**src/rtl/core/fcde_pkg.sv**
```systemverilog
// ----------------------------------------------------------------------------
// fcde_pkg
// shared constants and types of the fitted curve derivative evaluator
// ----------------------------------------------------------------------------
package fcde_pkg;

	localparam int DATA_W    = 32;
	localparam int MUL_CHUNK = 32;
	localparam int MUL_LAT   = 4;
	localparam int QUO_W     = DATA_W + 1;
	localparam int DIV_LAT   = QUO_W + 1;
	localparam int CFG_IDX_W = 3;
	localparam int N_OUT     = 5;

	localparam logic [CFG_IDX_W-1:0] REG_MODEL  = 3'd0;
	localparam logic [CFG_IDX_W-1:0] REG_COEF_A = 3'd1;
	localparam logic [CFG_IDX_W-1:0] REG_COEF_B = 3'd2;
	localparam logic [CFG_IDX_W-1:0] REG_COEF_C = 3'd3;
	localparam logic [CFG_IDX_W-1:0] REG_COEF_D = 3'd4;
	localparam logic [CFG_IDX_W-1:0] REG_COEF_E = 3'd5;

	typedef enum logic [1:0] {
		MODEL_RATIONAL = 2'd0,
		MODEL_POLY     = 2'd1,
		MODEL_CAUCHY   = 2'd2
	} model_t;

endpackage

```
**src/rtl/core/fcde_mul.sv**
```systemverilog
// ----------------------------------------------------------------------------
// fcde_mul
// pipelined signed multiplier built from 32x32 partial products, four stages
// ----------------------------------------------------------------------------
module fcde_mul #(
	parameter int AW = 32,
	parameter int BW = 32
) (
	input  logic                    clk,
	input  logic signed [AW-1:0]    a,
	input  logic signed [BW-1:0]    b,
	output logic signed [AW+BW-1:0] p
);

	localparam int CW  = fcde_pkg::MUL_CHUNK;
	localparam int NA  = (AW + CW - 1) / CW;
	localparam int NB  = (BW + CW - 1) / CW;
	localparam int AP  = NA * CW;
	localparam int BP  = NB * CW;
	localparam int RWD = BP + CW;
	localparam int SW  = AP + BP;

	logic [AW-1:0]     aa;
	logic [BW-1:0]     ab;
	logic [AP-1:0]     am_s1;
	logic [BP-1:0]     bm_s1;
	logic              neg_s1, neg_s2, neg_s3;
	logic [2*CW-1:0]   pp_s2 [NA][NB];
	logic [RWD-1:0]    row_c [NA];
	logic [RWD-1:0]    row_s3 [NA];
	logic [SW-1:0]     sum_c;
	logic [AW+BW-1:0]  p_s4;

	always_comb begin
		aa = a[AW-1] ? -a : a;
		ab = b[BW-1] ? -b : b;
	end

	always_ff @(posedge clk) begin
		am_s1  <= AP'(aa);
		bm_s1  <= BP'(ab);
		neg_s1 <= a[AW-1] ^ b[BW-1];
	end

	always_ff @(posedge clk) begin
		for (int i = 0; i < NA; i++) begin
			for (int j = 0; j < NB; j++) begin
				pp_s2[i][j] <= (2*CW)'(am_s1[i*CW +: CW]) * (2*CW)'(bm_s1[j*CW +: CW]);
			end
		end
		neg_s2 <= neg_s1;
	end

	always_comb begin
		for (int i = 0; i < NA; i++) begin
			row_c[i] = '0;
			for (int j = 0; j < NB; j++) begin
				row_c[i] = row_c[i] + (RWD'(pp_s2[i][j]) << (CW*j));
			end
		end
	end

	always_ff @(posedge clk) begin
		row_s3 <= row_c;
		neg_s3 <= neg_s2;
	end

	always_comb begin
		sum_c = '0;
		for (int i = 0; i < NA; i++) begin
			sum_c = sum_c + (SW'(row_s3[i]) << (CW*i));
		end
	end

	always_ff @(posedge clk) begin
		p_s4 <= (AW+BW)'(neg_s3 ? -sum_c : sum_c);
	end

	assign p = p_s4;

endmodule

```
**config.mk**
```make
export PLATFORM = sky130hd
export DESIGN_NAME = fcde_mul
export DESIGN_NICKNAME = d
export VERILOG_FILES = /design/src/rtl/core/fcde_pkg.sv /design/src/rtl/core/fcde_mul.sv
export SDC_FILE = /design/constraint.sdc
export NUM_CORES = 2
export LEC_CHECK = 0
export BUFFER_PORTS_ARGS = -buffer_cell sky130_fd_sc_hd__buf_4
export CAP_MARGIN = 20
export CORE_AREA = 2 2 374 376
export DETAILED_ROUTE_END_ITERATION = 7
export DIE_AREA = 0 0 376 378
export GPL_ROUTABILITY_DRIVEN = 0
export PLACE_DENSITY = 0.47
export SKIP_CTS_REPAIR_TIMING = 1
export SLEW_MARGIN = 25
export SYNTH_ARGS = -nofsm -noshare
export SYNTH_HDL_FRONTEND = slang
export SYNTH_SLANG_ARGS = --single-unit
```
**constraint.sdc**
```tcl
create_clock -name clk -period 8.8 [get_ports clk]
set_input_delay 0 -clock clk [delete_from_list [all_inputs] [get_ports clk]]
set_output_delay 0 -clock clk [all_outputs]
set_load 0.05 [all_outputs]
```
-- Word-level counts from Yosys, hierarchy flattened
Memories as Yosys holds them, arrays and structs flattened. A register that Yosys moved wholly into a read port is not among the register bits.
Index checks and enable logic that the tools add are counted.
W data, S select, Z words.
- register bits after elaboration: 131
- memory bits (writable): 64
- logic and storage cells: 17
- output and inout bits: 64
- memories: 1
- input port bits: 65
- add/sub/neg operators: 3
- bitwise operators: 1
- multiplexer cells: 3
- multiply operators: 1
- memory list (name ; depth ; width ; read ports ; clocked after memory_dff ; wr ports ; RTL line ; RTL):
    pp_s2 ; 1 ; 64 ; 1 ; 1 ; 1 ; fcde_mul.sv:28 ; logic [2*CW-1:0] pp_s2 [NA][NB];
- operator list (kind ; count):
    $mul A32 B32 Y64 ; 1
    $mux W64 ; 1
    $neg A32 Y32 ; 2
    $neg A64 Y64 ; 1
    $mux W31 ; 2
    $xor A1 B1 Y1 ; 1

-- Longest topological paths before layout
- depth after elaboration: 2
- depth in mapped cells: 27
- mapped depth without buffers: 25

-- Least setup slack after synthesis
Ideal clock, no wire load.
- path kind: reg-to-reg
- start point: register am_s1[15]
- end point: memory pp_s2[0][60] (netlist name)
- data arrival time: 6941 ps
- path buffers: 2
- library setup time: 72 ps
- clock period less this slack: 7013 ps
- data required time: 8728 ps
- slack: 1787 ps
- cell stages (with the launch flop): 23
- cell sequence: dfxtp_1 clkbuf_1 and2_1 fa_1 fa_1 inv_1 fa_1 fa_1 fa_1 inv_1 fa_1 fa_1 fa_1 ha_1 clkbuf_1 nand4_1 or2_2 a2111oi_0 nor2_1 o31ai_1 a31oi_1 o21ai_0 xnor2_1
- longest elaborated chain between the ends: 1
- ends and longest elaborated chain (element ; RTL line ; RTL):
    from (decl) ; fcde_mul.sv:25 ; logic [AP-1:0] am_s1;
    from (signal assigned) ; fcde_mul.sv:40 ; am_s1 <= AP'(aa);
    $mul A32 B32 Y64 ; fcde_mul.sv:48 ; pp_s2[i][j] <= (2*CW)'(am_s1[i*CW +: CW]) * (2*CW)'(bm_s1[j*CW +: CW]);
    to (decl) ; fcde_mul.sv:28 ;
No other way between the ends.

-- Worst setup path in the final report
- start point: register am_s1[10]
- end point: memory pp_s2[0][60] (netlist name)
Same word-level chain as after synthesis.

==> summary.txt <==
Outcome
  • Outcome: finished, final reports clean

Floorplan
  • Die height: ~380 microns
  • Row count: ~140
  • IO Count: 129
  • Initial core utilization: 0.2968
  • Floorplan core area: between 0.1 and 0.15 sq mm
  • Die width: about 380 microns
  • Die area: 0.1421 sq mm

Worst hold path
  • Hold Startpoint: b[0]
  • Worst hold stages: 2
  • Hold Path End: bm_s1[0]
  • Hold Path Class: input pin to flip-flop

Worst setup path
  • R2r setup slk: 440 ps
  • Worst path top cell family by delay: adder cells
  • Slowest CP cell: dfxtp_1
  • CP Data Arrival Time: 8910 ps
  • Worst path max stage delay: 940 ps
  • FF-to-FF path depth: 22
  • Reg-to-reg endpoint: pp_s2[0][60]
  • Crit-path max FO: 18
  • Critical Path RT: 9350 ps
  • Startpoint Class: flip-flop
  • CP Capture Type: flip-flop
  • Worst path bufs/invs: 4
  • Worst r2r src: am_s1[10]
  • CP dominant cell by count: fa_1
  • Critical-path cell list: buf_12 > and2_1 > fa_1 > fa_1 > inv_1 > fa_1 > fa_1 > inv_1 > fa_1 > fa_1 > fa_1 > fa_1 > ha_1 > nand4_1 > or2_2 > a2111oi_0 > nor2_1 > o31ai_1 > buf_4 > a31oi_1 > o21ai_0 > xnor2_1
  • Setup CP Type: flip-flop to flip-flop

Synthesis
  • Net Count, Synth: around 5,600
  • Area contributors post-synth: fa_1, dfxtp_1, and2_1, ha_1, inv_1
  • Post-synth top area share: 0.4364
  • Post-Synthesis Cell Area: 0.04111 sq mm
  • Synth area leader: fa_1
  • Seq/Total Area, Yosys: 0.1261
  • Number of synthesized flops with an enable pin: 0
  • Async set-reset flop share out of synthesis: 0
  • Netlist cell types: 57
  • Top FF cell, synth: dfxtp_1
  • Post-Syn Instances: roughly 4,300
  • Ys Warns: 0
  • Mapped Avg Cell Area: between 9 and 10 sq um
  • Synthesized flop and latch total: 259

Layout
  • Most frequent cells in the layout: fa_1, inv_1, and2_1, nand2_1, ha_1
  • Synth-to-layout area growth: 13.34%
  • Final Util: 0.3364
  • Commonest non-fill, non-tap cell in the layout: fa_1
  • Share of layout cells above drive strength 1: 0.07325
  • Layout Nets: 5,707

Clocking
  • Clock net sink count: 259
  • Worst skew pair latency: 660 ps
  • Clock-pin slew on the worst setup and hold paths: 70 ps
  • Total CTS buffers: 31
  • H-tree depth: 1
  • Clock Tree Root: clkbuf_16
  • CTS tree: built
  • Longest Clk Path Bufs: 3

Timing
  • Setup TNS: 0 ps
  • F_max: 0.1196 GHz
  • Final slew viol count: 0
  • RSZ-0062 raised after global routing: false
  • Relative slew margins: 0.2816
  • Fin crit share: 0.9503
  • Worst-Margin Slew: 1076 ps
  • Clock Skew: about 55 ps
  • Hold Violations, Final: 0
  • Setup-failing EPs final: 0
  • Final min period: 8363 ps

Global routing
  • Tot GR Track Use: 0.1800
  • GRT overflow: 0
  • First-pass GRT wire length: ~190,000 microns
  • Vias in the first global route: 30,830
  • Largest net degree at the start of global routing: 64
  • Initial antenna violation count: 6

Detailed routing
  • Vias per cell: about 4.6
  • Initial drt markers: 1,807
  • Post-route ant nets: 0
  • DRC viols: 0
  • Drt pass-1 iters: 5
  • Post-DR wirelength/cell: 19.93 microns
  • Final WL: 125,900 microns
  • Vias: 28,860

Placed design
  • HPWL Detailed: 101,300 microns
  • Port Buf Inserts: about 130

Flow run
  • Max Cap Viol: 0
## layout make-up
type / instances / area (sq um)
Tap cell: 1807 / 2261
Antenna cell: 5 / 12.51
Sequential cell: 259 / 5213
Multi-Input combinational cell: 2970 / 31770
Timing Repair Buffer: 347 / 2970
Clock buffer: 39 / 845.8
Fill cell: 14380 / 91910
Clock inverter: 19 / 251.5
Inverter: 871 / 3269
## metal layers
layer	global-route usage	vias to the layer above	routed length [microns]
met4	0.02355	2	1546
li1	-	13160	-
met2	0.2620	729	51640
met5	0	-	19
met1	0.2813	14880	64730
met3	0.03206	92	7977
## cells by family after synthesis
kind of cell             share of synthesized area
XOR/XNOR                                   0.03921
adder cells (fa/ha/maj)                     0.5173
flip-flops                                  0.1261
AO/OA/AOI/OAI                              0.04983
AND/OR/NAND/NOR                             0.1664
buffers and inverters                       0.1011
## registers in the layout, summed over array words and instances, names as in the netlist
name    cells
bm_s1      32
p          64
neg_s1      1
am_s1      32
neg_s2      1
neg_s3      1
row_s3     64
pp_s2      64
## worst max-delay path by stage
stage | startpoint | to | slack (ps) | cells after the start
after CTS | am_s1[10] | pp_s2[0][60] | 380 | 22
after global routing | am_s1[10] | pp_s2[0][60] | 40 | 22
after detailed placement | am_s1[10] | pp_s2[0][60] | 400 | 22
after floorplan | am_s1[15] | pp_s2[0][60] | 1790 | 22
final | am_s1[10] | pp_s2[0][60] | 440 | 22
after global placement | am_s1[13] | pp_s2[0][60] | 430 | 21
## per-stage QoR
| step | worst slack [ps] | hold slack (ps) | instances | area [sq um] |
|---|---|---|---|---|
| after global routing | 35.66 | 44.24 | 6312 | 46580 |
| final | 437.4 | 45.25 | 6317 | 46590 |
| after floorplan | 1787 | 27.72 | 4334 | 41110 |
| after detailed placement | 398.1 | 152.0 | 6138 | 44310 |
| after global placement | 433.8 | 145.0 | 6138 | 44310 |
| after CTS | 380.9 | -530.5 | 6196 | 45410 |
## synthesized netlist by cell type (all sizes together), types with 3 or more instances
library cell,n
nand2,492
or3,25
xor2,28
a31o,3
fa,896
and3,4
ha,266
o21ai,78
clkbuf,233
a211oi,4
inv,871
a21oi,80
a31oi,14
nand2b,8
dfxtp,259
xnor2,156
a2111oi,3
nand3,17
nor4,10
or2,8
nor3,18
o21a,12
o21bai,13
o41ai,12
a21boi,3
o211ai,7
a311oi,3
nor2,44
and2,632
or4,17
a21o,33
o31ai,41
nand4,23
Power is not shown: default switching activity piles up to over one toggle a cycle in this logic, so the estimate is an artifact.
